### src/rtl/bcm_pkg.sv
// Shared types and constants for the branch coverage bitmap update block.
`default_nettype none
package bcm_pkg;

   localparam int ATOMS_PER_BLOCK = 16;
   localparam int MAP_INDEX_BITS  = 16;
   localparam int MAP_ADDR_BITS   = 16;
   localparam int MAP_DEPTH       = 1 << MAP_ADDR_BITS;
   localparam int COUNT_BITS      = 5;
   localparam int CSR_ADDR_BITS   = 5;
   localparam int CSR_DATA_BITS   = 64;

   localparam logic [MAP_ADDR_BITS-1:0] IDX_MASK =
      MAP_ADDR_BITS'((1 << MAP_INDEX_BITS) - 1);
   localparam logic [7:0] ATOM_CLAMP = 8'd5;

   typedef enum logic [1:0] {
      OP_ATOM   = 2'd0,
      OP_BRANCH = 2'd1,
      OP_READ   = 2'd2,
      OP_NOP    = 2'd3
   } opcode_type;

   typedef enum logic [1:0] {
      REG_ENTRY_ADDRESS = 2'd0,
      REG_TEXT_START    = 2'd1,
      REG_TEXT_END      = 2'd2,
      REG_BLOCK_MODE    = 2'd3
   } reg_index_type;

   typedef struct packed {
      logic [63:0] entry_address;
      logic [63:0] text_start;
      logic [63:0] text_end;
      logic        block_mode;
   } cfg_type;

   typedef struct packed {
      logic hit;
      logic rd;
      logic exc_done;
   } stage_ctl_type;

endpackage
`default_nettype wire

### src/rtl/bcm_csr.sv
// Configuration register file behind the APB-style port.
`default_nettype none
module bcm_csr
   import bcm_pkg::*;
(
   input  wire logic                     clock,
   input  wire logic                     reset,
   input  wire logic                     psel,
   input  wire logic                     penable,
   input  wire logic                     pwrite,
   input  wire logic [CSR_ADDR_BITS-1:0] paddr,
   input  wire logic [CSR_DATA_BITS-1:0] pwdata,
   output logic      [CSR_DATA_BITS-1:0] prdata,
   output logic                          pready,
   output cfg_type                       cfg
);

   cfg_type       cfg_ff;
   reg_index_type reg_sel;
   logic          wr_en;

   assign pready  = 1'b1;
   assign reg_sel = reg_index_type'(paddr[CSR_ADDR_BITS-1:3]);
   assign wr_en   = psel && penable && pwrite;
   assign cfg     = cfg_ff;

   always_ff @(posedge clock) begin
      if (reset) begin
         cfg_ff.entry_address <= '0;
         cfg_ff.text_start    <= '0;
         cfg_ff.text_end      <= '1;
         cfg_ff.block_mode    <= 1'b0;
      end else if (wr_en) begin
         unique case (reg_sel)
            REG_ENTRY_ADDRESS: cfg_ff.entry_address <= pwdata;
            REG_TEXT_START:    cfg_ff.text_start    <= pwdata;
            REG_TEXT_END:      cfg_ff.text_end      <= pwdata;
            REG_BLOCK_MODE:    cfg_ff.block_mode    <= pwdata[0];
            default: begin
            end
         endcase
      end
   end

   always_comb begin
      unique case (reg_sel)
         REG_ENTRY_ADDRESS: prdata = cfg_ff.entry_address;
         REG_TEXT_START:    prdata = cfg_ff.text_start;
         REG_TEXT_END:      prdata = cfg_ff.text_end;
         REG_BLOCK_MODE:    prdata = {{(CSR_DATA_BITS-1){1'b0}}, cfg_ff.block_mode};
         default:           prdata = '0;
      endcase
   end

endmodule
`default_nettype wire
### config.mk
export PLATFORM = sky130hd
export DESIGN_NAME = bcm_csr
export DESIGN_NICKNAME = d
export VERILOG_FILES = /design/src/rtl/bcm_pkg.sv /design/src/rtl/bcm_csr.sv
export SDC_FILE = /design/constraint.sdc
export NUM_CORES = 1
export LEC_CHECK = 0
export ABC_AREA = 1
export BUFFER_PORTS_ARGS = -buffer_cell sky130_fd_sc_hd__buf_2
export CAP_MARGIN = 40
export CORE_ASPECT_RATIO = 0.8
export CORE_UTILIZATION = 45
export DETAILED_ROUTE_END_ITERATION = 16
export GPL_ROUTABILITY_DRIVEN = 0
export GPL_TIMING_DRIVEN = 0
export PLACE_DENSITY_LB_ADDON = 0.25
export SLEW_MARGIN = 20
export SYNTH_ARGS = -nofsm -noshare
export SYNTH_HDL_FRONTEND = slang
export SYNTH_SLANG_ARGS = --single-unit
export TNS_END_PERCENT = 1
### constraint.sdc
create_clock -name clock -period 1.3 [get_ports clock]
set_input_delay 0.325 -clock clock [delete_from_list [all_inputs] [get_ports clock]]
set_output_delay 0.325 -clock clock [all_outputs]
set_load 0.01 [all_outputs]
[After elaboration in Yosys (flattened, before gate mapping)]
Cells that the tools add are included.
Storage, ports and cells
  register bits after elaboration: 193
  bits in latches: 0
  memory bits (writable): 0
  ROM bits: 0
  input port bits: 74
  output and inout port bits: 258
  memories: 0
Cells by class
  add/sub/neg operators: 0
  multiply operators: 0
  div/mod/pow operators: 0
  order comparisons: 0
  equality and inequality tests: 3
  shifts and indexed selects: 0
  multiplexer cells: 1
  bitwise operators: 0
  reduce and logical (&&, ||, !) cells: 7
Operator list (count)
  $pmux W64 S4: 1
  $reduce_and A2 Y1: 4
  $eq A2 B2 Y1 const B: 2
  $eq A2 B1 Y1 const B: 1
  $logic_and A1 B1 Y1: 2
  $logic_not A2 Y1: 1

[Depth between registers and ports, before layout]
Gate-level depths: netlist (run 1).
  word-level depth: 3
  mapped depth: 7
  gate-level depth less buffers: 6

[Least setup slack after synthesis (run 1)]
No wires, ideal clock.
  kind: input port to output port
  from: input paddr[4]
  to: output prdata[11]
  data arrival time: 1.049 ns
  required time: 0.975 ns
  path slack: -0.074 ns
  cell stages on the path: 5
  cell sequence: nor2_1 > buf_4 > clkbuf_1 > nand2_1 > nand3_1
On the way
  word-level cells in the longest chain between the ends: 2
  elaborated cells on any way between the ends: 5
  those cells by class: eq/ne (3); mux (1); reduce/logical (1)
RTL lines
  from (decl): RTL line bcm_csr.sv:11  | input wire logic [CSR_ADDR_BITS-1:0] paddr,
  $eq A2 B2 Y1 (tied with other cells): RTL line bcm_csr.sv:46  | unique case (reg_sel)
  $pmux W64 S4 (*): RTL line bcm_csr.sv:46
  to (decl): RTL line bcm_csr.sv:13  | output logic [CSR_DATA_BITS-1:0] prdata,
Mark *: on every way between the ends. The rest lies on a longest branch, timed or not.

[Final worst setup path (run 1)]
  from: input paddr[3]
  to: output prdata[39]
Same word-level chain as after synthesis.

==> results of run 1 <==
[final cells by class]
type | instances | area share
Sequential cell | 193 | 0.329
Buffer | 93 | 0.0681
Multi-Input combinational cell | 979 | 0.340
Clock buffer | 20 | 0.0374
Timing Repair Buffer | 355 | 0.169
Clock inverter | 12 | 0.00819
Inverter | 70 | 0.0225
Tap cell | 258 | 0.0264
[repair_timing]
item,4_1_cts,5_1_grt
resized for setup,147,124
setup endpoints to repair,145,169
setup buffers,19,5
cloned,3,1
pin swaps,3,6
[final timing paths]
kind | cells past startpoint | end | start | slack (ns)
max | 8 | prdata[39] | paddr[3] | -0.26
min | 3 | cfg[27]$_SDFFE_PP1P_ | pwdata[26] | 0.12
max reg2reg | 2 | cfg[0]$_SDFFE_PP0P_ | cfg[0]$_SDFFE_PP0P_ | 0.63
min reg2reg | 2 | cfg[29]$_SDFFE_PP1P_ | cfg[29]$_SDFFE_PP1P_ | 0.47
[power by group through the flow]
stage	Sequential (mW)	Clock, mW	Combinational [mW]
floorplan	6.32	0	0.840
global placement	6.28	0	1.59
detailed placement	6.29	0	1.60
CTS	6.15	5.07	1.86
global route	6.18	5.32	2.09
finish	6.17	5.07	1.93
[stage by stage]
stage               area [um2]  power (mW)  setup WS, ns   util  TNS [ns]
floorplan                 8710        7.17       -0.0432      -     -2.62
global placement         10700        7.87        -0.668  0.564    -89.00
detailed placement       10700        7.89        -0.682  0.564    -94.07
CTS                      12000        13.1        -0.264  0.632    -14.46
global route             12200        13.6        -0.285  0.646    -15.87
finish                   12200        13.2        -0.262  0.646    -13.46
[cells by family after synthesis]
kind of cell | Yosys count | share of synthesized area
flip-flops | 193 | 0.445
buffers and inverters | 165 | 0.0913
AND/OR/NAND/NOR | 977 | 0.463
other | 1 | 0.000432
AO/OA/AOI/OAI | 1 | 0.000575
[cell usage in the layout (no fill, tap or decap), types with 2 or more instances in the layout]
master      instances
nand2_1           446
buf_2             328
nor2_1            257
nand3_1           246
dfxtp_2           116
dfxtp_1            74
inv_1              67
buf_4              56
clkbuf_16          20
buf_6              16
buf_12             15
buf_1              11
nand3_2             9
buf_8               8
clkbuf_1            8
nand2_2             7
nor2_4              5
inv_8               4
clkinvlp_4          4
inv_6               3
nand2_4             3
dfxtp_4             3
buf_16              3
nand3_4             2
clkbuf_8            2
clkinv_2            2
[worst max-delay path: stages]
cell     delay, ns
buf_8         0.09
inv_6         0.04
nor2_4        0.15
buf_6         0.15
buf_12        0.15
nand2_1       0.11
nand3_4       0.11
buf_6         0.10
[metal layers]
layer / wire length, um / up-vias / GRT usage
met4: 838 / 0 / 0.108
li1: - / 4906 / -
met5: 0 / - / 0
met2: 15200 / 509 / 0.528
met3: 2990 / 63 / 0.0711
met1: 14100 / 4689 / 0.427
==> results.json, run 1 <==
{
  "status": "complete, but fails checks",
  "violations": "setup timing",
  "cts_tree": "done",
  "cts-htree-levels": 4,
  "synth-async-reset-ratio": 0,
  "multi_input_area_um2": 4150,
  "cp-start-kind": "input pin",
  "start_util": 0.459,
  "path_class": "in -> out",
  "grt_pass1_wl_mm": 48.8,
  "routed_wl_mm": 33.2,
  "drtIter0Drc": 854,
  "seqPwrFrac": 0.468,
  "max_freq_ghz": 0.640,
  "syn_area_per_cell_um2": 6.50,
  "synth.most_common_cell": "nand2_1",
  "synth-edff-count": 0,
  "powerDensity_nw_per_um2": 1080,
  "synth_fp_nets": 1411,
  "peakVddDrop_mv": 0.798,
  "cp.required_ns": 0.98,
  "port_buffers": 327,
  "min_period_ns": 1.56,
  "clk_pin_slew_ns": 0.07,
  "numCtsBuffers": 17,
  "switching_share": 0.283,
  "setup_violations": 64,
  "coreArea_um2": 18900,
  "min_path_type": "in -> reg",
  "syn_area_um2": 8690,
  "synth_cell_types": 18,
  "die_x_um": 157,
  "firstDrtPassIters": 5,
  "fin_worst_skew_ns": 0,
  "comb_power_share": 0.147,
  "route.detailed.drc": 0,
  "worst_ep_arrival_time_ns": 1.24,
  "min_period_over_period": 1.20,
  "drv_cap": 0,
  "rows": 45,
  "antenna_left": 0,
  "finalNonFillerCells": 1980,
  "clk_path_buf_depth": 2,
  "drv_slew": 0,
  "p_leak_nw": 6.33,
  "endpoint_kind": "primary output",
  "p_int_mw": 9.44,
  "cts_num_sinks": 193,
  "grt_pass1_vias": 8807,
  "hold_viol_final": 0,
  "synth.top_cell.area_share": 0.445,
  "synth-seq-cells": 193,
  "worst_pin_slew_ns": 0.678,
  "worstPathMaxFanout": 10,
  "ys_top_cells_by_area": "dfxtp_1, nand2_1, nand3_1",
  "clk-insertion-delay-late_ns": 0.43,
  "cts_hold_buf": 0,
  "synthFlopType": "dfxtp_1",
  "area_growth_syn_to_layout_pct": 40.6,
  "drive_gt1_frac": 0.354,
  "yosys.area.top_type": "dfxtp_1",
  "grt_use_total": 0.325,
  "fin_ws_ns": -0.262,
  "rsz0062_at_grt": "yes",
  "register_area_um2": 4020,
  "drt-vias-per-instance": 5.13,
  "place_inst": 1922,
  "p_switching_mw": 3.73,
  "ys_seq_area_frac": 0.445,
  "whs_ns": 0.117,
  "fill_cells": 1724,
  "finalNetCount": 1783,
  "antenna_found_initial": 0,
  "grt_overflow": 0,
  "routedWlPerCell_um": 16.8,
  "largest_reg_flops": 193,
  "synthCells": 1337,
  "die_y_um": 126,
  "grt_start_max_net_pins": 18,
  "die_area_um2": 19900,
  "clkPwrFrac": 0.385,
  "yosys-top-cells-count": "nand2_1, nor2_1, nand3_1, dfxtp_1, inv_1",
  "cts_root_buf": "clkbuf_16",
  "relSlewSlack": 0.548,
  "yosysWarnings": 0,
  "place_hpwl_mm": 22.9,
  "via_count": 10200,
  "ios": 332,
  "diodes": 0
}
Note: power is estimated with default switching activity, not from simulation.
==> run 2, diff against run 1 <==
--- a/config.mk
+++ b/config.mk
@@ -8,7 +8,6 @@
 export ABC_AREA = 1
 export BUFFER_PORTS_ARGS = -buffer_cell sky130_fd_sc_hd__buf_2
 export CAP_MARGIN = 40
-export CORE_ASPECT_RATIO = 0.8
 export CORE_UTILIZATION = 45
 export DETAILED_ROUTE_END_ITERATION = 16
 export GPL_ROUTABILITY_DRIVEN = 0
==> results.json, run 2 (same netlist as run 1, synthesis figures left out) <==
{
  "cts_num_sinks": 193,
  "clk-insertion-delay-late_ns": 0.42,
  "drv_cap": 0,
  "port_buffers": 327,
  "switching_share": 0.260,
  "cts-htree-levels": 4,
  "coreArea_um2": 18800,
  "clk_path_buf_depth": 2,
  "grt_start_max_net_pins": 17,
  "pre_cts_slack_ns": -0.672,
  "die_x_um": 141,
  "routed_wl_mm": 32.8,
  "grt_pass1_wl_mm": 49.4,
  "max_freq_ghz": 0.651,
  "reg2reg_depth": 2,
  "p_leak_nw": 6.43,
  "clk_pin_slew_ns": 0.07,
  "route.detailed.drc": 0,
  "p_int_mw": 10.2,
  "fin_ws_ns": -0.235,
  "mostFrequentLayoutCell": "nand2_1",
  "cp-start-kind": "input pin",
  "die_area_um2": 19900,
  "path_class": "in -> out",
  "ios": 332,
  "setup_violations": 64,
  "firstDrtPassIters": 5,
  "rows": 50,
  "endpoint_kind": "primary output",
  "routedWlPerCell_um": 16.5,
  "grt_pass1_vias": 9074,
  "status": "complete, but fails checks",
  "fill_cells": 1708,
  "violations": "setup timing",
  "start_util": 0.461,
  "largest_reg_flops": 193,
  "rsz0062_at_grt": "yes",
  "antenna_found_initial": 4,
  "worstPathMaxFanout": 10,
  "relSlewSlack": 0.580,
  "die_y_um": 141,
  "cts_tree": "done",
  "fin_worst_skew_ns": 0,
  "place_inst": 1924,
  "powerDensity_nw_per_um2": 1110,
  "place_hpwl_mm": 22.3,
  "drtIter0Drc": 664,
  "drive_gt1_frac": 0.370,
  "grt_use_total": 0.325,
  "worst_ep_arrival_time_ns": 1.21,
  "area_growth_syn_to_layout_pct": 43.7,
  "clkPwrFrac": 0.411,
  "min_period_ns": 1.54,
  "cts_hold_buf": 0,
  "via_count": 10100,
  "min_period_over_period": 1.18,
  "antenna_left": 0,
  "seqPwrFrac": 0.446,
  "drv_slew": 0,
  "hold_viol_final": 0,
  "holdPathStages": 3,
  "worst_pin_slew_ns": 0.630,
  "mostFrequentLayoutCells": "nand2_1, buf_2, nor2_1",
  "grt_overflow": 0,
  "min_path_type": "in -> reg",
  "cts_root_buf": "clkbuf_16",
  "cp.required_ns": 0.98,
  "drt-vias-per-instance": 5.11,
  "p_switching_mw": 3.60,
  "finalNonFillerCells": 1982,
  "comb_power_share": 0.142,
  "finalNetCount": 1778,
  "peakVddDrop_mv": 0.861,
  "numCtsBuffers": 17
}
==> run 2: cell count changes in the layout (fill, tap and decap cells not counted), sizes merged <==
| cell | delta |
|---|---|
| diode | +5 |
| buf | -4 |
| bufinv | +4 |
| clkinvlp | -3 |
| clkbuf | -2 |
| inv | -2 |
| bufbuf | +1 |
| clkinv | +1 |
==> run 2: cell type report <==
class                           count  area (um2)  share of cell area
Clock buffer                       20         457              0.0366
Inverter                           70         278              0.0222
Multi-Input combinational cell    979        4240               0.339
Antenna cell                        5        12.5             0.00100
Sequential cell                   193        4030               0.323
Tap cell                          260         325              0.0260
Timing Repair Buffer              349        2140               0.171
Clock inverter                     12         178              0.0142
Buffer                             94         828              0.0663
==> run 2: what timing repair did <==
| item | CTS | global route |
|---|---|---|
| buffers inserted | 16 | 0 |
| setup endpoints to repair | 139 | 173 |
| pin swaps | 1 | 2 |
| gates resized for setup | 181 | 139 |
| cloned | 5 | 1 |
| endpoints found under the hold margin | 0 | 0 |
==> run 2: power groups by stage <==
| stage | combinational [mW] | sequential, mW | clock (mW) |
|---|---|---|---|
| final | 1.97 | 6.17 | 5.68 |
| after global routing | 2.12 | 6.18 | 6.01 |
| after CTS | 1.89 | 6.16 | 5.71 |
| after detailed placement | 1.59 | 6.29 | 0 |
| after global placement | 1.57 | 6.28 | 0 |
| after floorplan | 0.840 | 6.32 | 0 |
==> run 2: stage by stage <==
stage	TNS, ns	utilization	power (mW)	area (um2)	hold slack (ns)
6_report	-12.61	0.663	13.8	12500	0.112
2_1_floorplan	-2.62	-	7.17	8710	0.451
3_5_place_dp	-87.24	0.567	7.87	10700	0.466
4_1_cts	-15.22	0.648	13.8	12200	0.102
5_1_grt	-15.11	0.663	14.3	12500	0.110
3_3_place_gp	-85.36	0.567	7.85	10700	0.460
==> run 2: path summary, 6_finish.rpt <==
| check | from | to | slack [ns] |
|---|---|---|---|
| worst min-delay path | pwdata[60] | cfg[61]$_SDFFE_PP1P_ | 0.11 |
| worst max-delay path | paddr[4] | prdata[25] | -0.24 |
| worst max register to register | cfg[113]$_SDFFE_PP0P_ | cfg[113]$_SDFFE_PP0P_ | 0.66 |
| worst min register to register | cfg[61]$_SDFFE_PP1P_ | cfg[61]$_SDFFE_PP1P_ | 0.46 |
==> run 2: routing by layer <==
layer / global-route usage / wire length (um) / vias to the layer above
met1: 0.415 / 13300 / 4676
met4: 0.146 / 1060 / 0
met5: 0 / 0 / -
li1: - / - / 4884
met2: 0.537 / 15700 / 497
met3: 0.0574 / 2620 / 69
==> run 2: critical path, stage by stage <==
cell and delay (ns):
buf_6 0.12, nor2_4 0.15, buf_12 0.16, buf_12 0.15
nand2_1 0.09, nand3_2 0.10, buf_6 0.11
==> run 3, diff against run 2 <==
==> constraint.sdc (replaced) <==
create_clock -name clock -period 1.3 [get_ports clock]
set_input_delay 0.195 -clock clock [delete_from_list [all_inputs] [get_ports clock]]
set_output_delay 0.195 -clock clock [all_outputs]
set_load 0.01 [all_outputs]
==> results.json, run 3 (same netlist as run 1, synthesis figures left out) <==
{
  "worstPathMaxFanout": 5,
  "rsz0062_at_grt": "yes",
  "die_area_um2": 19900,
  "die_x_um": 141,
  "drive_gt1_frac": 0.298,
  "path_delay_family": "buffers and inverters",
  "relSlewSlack": 0.561,
  "max_freq_ghz": 0.751,
  "cts_tree": "done",
  "powerDensity_nw_per_um2": 1070,
  "coreArea_um2": 18800,
  "fin_worst_skew_ns": 0,
  "violations": "setup timing",
  "grt_pass1_vias": 9481,
  "mostFrequentLayoutCells": "nand2_1, buf_2, nor2_1",
  "numCtsBuffers": 17,
  "port_buffers": 327,
  "ios": 332,
  "route.detailed.drc": 0,
  "grt_overflow": 0,
  "finalPower_mw": 13.5,
  "fin_ws_ns": -0.0307,
  "mostFrequentLayoutCell": "nand2_1",
  "cp.required_ns": 1.11,
  "p_leak_nw": 6.52,
  "routedWlPerCell_um": 16.5,
  "path_buf_inv": 7,
  "final_core_util": 0.668,
  "cpMostUsedCell": "buf_12",
  "drv_slew": 0,
  "antenna_found_initial": 1,
  "grt_start_max_net_pins": 19,
  "critPathSlowestCell": "buf_2",
  "drtIter0Drc": 798,
  "start_util": 0.461,
  "cp-start-kind": "input pin",
  "min_period_ns": 1.33,
  "firstDrtPassIters": 6,
  "slowest_delay_ns": 0.15,
  "area_growth_syn_to_layout_pct": 44.8,
  "worst_ep_arrival_time_ns": 1.14,
  "peakVddDrop_mv": 0.947,
  "largest_reg_flops": 193,
  "grt_pass1_wl_mm": 50.4,
  "finalNetCount": 1835,
  "min_path_type": "in -> reg",
  "worst_pin_slew_ns": 0.659,
  "cts_num_sinks": 193,
  "place_hpwl_mm": 22.6,
  "path_class": "in -> out",
  "cp_cell_sequence": "buf_12, inv_8, nand2_4, inv_4, buf_12, buf_12, buf_8, nand2_1, nand3_1, buf_2",
  "cts_root_buf": "clkbuf_16",
  "routed_wl_mm": 33.5,
  "endpoint_kind": "primary output",
  "drv_cap": 0,
  "hold_viol_final": 0,
  "status": "complete, but fails checks",
  "rows": 50,
  "clk_pin_slew_ns": 0.07,
  "clk_path_buf_depth": 2,
  "clk-insertion-delay-late_ns": 0.43,
  "drt-vias-per-instance": 5.16,
  "via_count": 10500,
  "die_y_um": 141,
  "setup_violations": 29,
  "cts-htree-levels": 4,
  "antenna_left": 0,
  "grt_use_total": 0.333,
  "tns_ns": -0.312,
  "min_period_over_period": 1.02
}
==> run 3: final timing paths <==
check	startpoint	endpoint	slack, ns	depth (start not counted)
worst min-delay path	pwdata[58]	cfg[59]$_SDFFE_PP1P_	0.01	3
worst max register to register	cfg[149]$_SDFFE_PP0P_	cfg[149]$_SDFFE_PP0P_	0.63	2
worst min register to register	cfg[18]$_SDFFE_PP1P_	cfg[18]$_SDFFE_PP1P_	0.48	2
worst max-delay path	paddr[3]	prdata[6]	-0.03	10
==> run 3: layout make-up <==
cell class	count	area (um2)
Antenna cell	1	2.50
Buffer	95	763
Clock buffer	18	439
Clock inverter	14	146
Fill cell	1659	6250
Inverter	70	273
Multi-Input combinational cell	979	4150
Sequential cell	193	3910
Tap cell	260	325
Timing Repair Buffer	405	2580
==> run 3: layer usage <==
metal  part of all wire  up-vias  global-route usage  wire [um]
met5                  0        -                   0          0
met4              0.040        0               0.165       1340
met3              0.091       95              0.0649       3060
met2               0.46      597               0.548      15600
met1               0.40     4805               0.417      13500
li1                   -     5003                   -          -
==> run 3: worst register-to-register path: cells and delay by family (launching register included) <==
kind,cells,cell delay [ns]
and+or+nand+nor,2,0.23
DFF,1,0.33
==> run 3: timing repair <==
item / 4_1_cts / 5_1_grt
hold endpoints to repair: 56 / 0
hold buffers: 56 / 0
pin swaps: 1 / 2
resized for setup: 122 / 51
endpoints found under the setup margin: 64 / 119
setup buffers: 17 / 0
gates cloned: 4 / 0
==> run 3: stage by stage <==
step | cells | area, um2 | worst slack (ns) | hold WS [ns]
floorplan | 1337 | 8690 | 0.186 | 0.321
global placement | 1924 | 10700 | -0.678 | 0.422
detailed placement | 1925 | 10700 | -0.687 | 0.428
CTS | 2034 | 12400 | -0.0225 | 0.000383
global route | 2035 | 12600 | -0.0797 | 0.0106
finish | 2035 | 12600 | -0.0307 | 0.0113
==> run 3: power breakdown <==
group / switching, mW / total, mW / internal, mW
Sequential: 0.113 / 6.16 / 6.04
Clock: 2.53 / 5.29 / 2.76
Combinational: 1.16 / 2.03 / 0.867
Total: 3.81 / 13.5 / 9.67
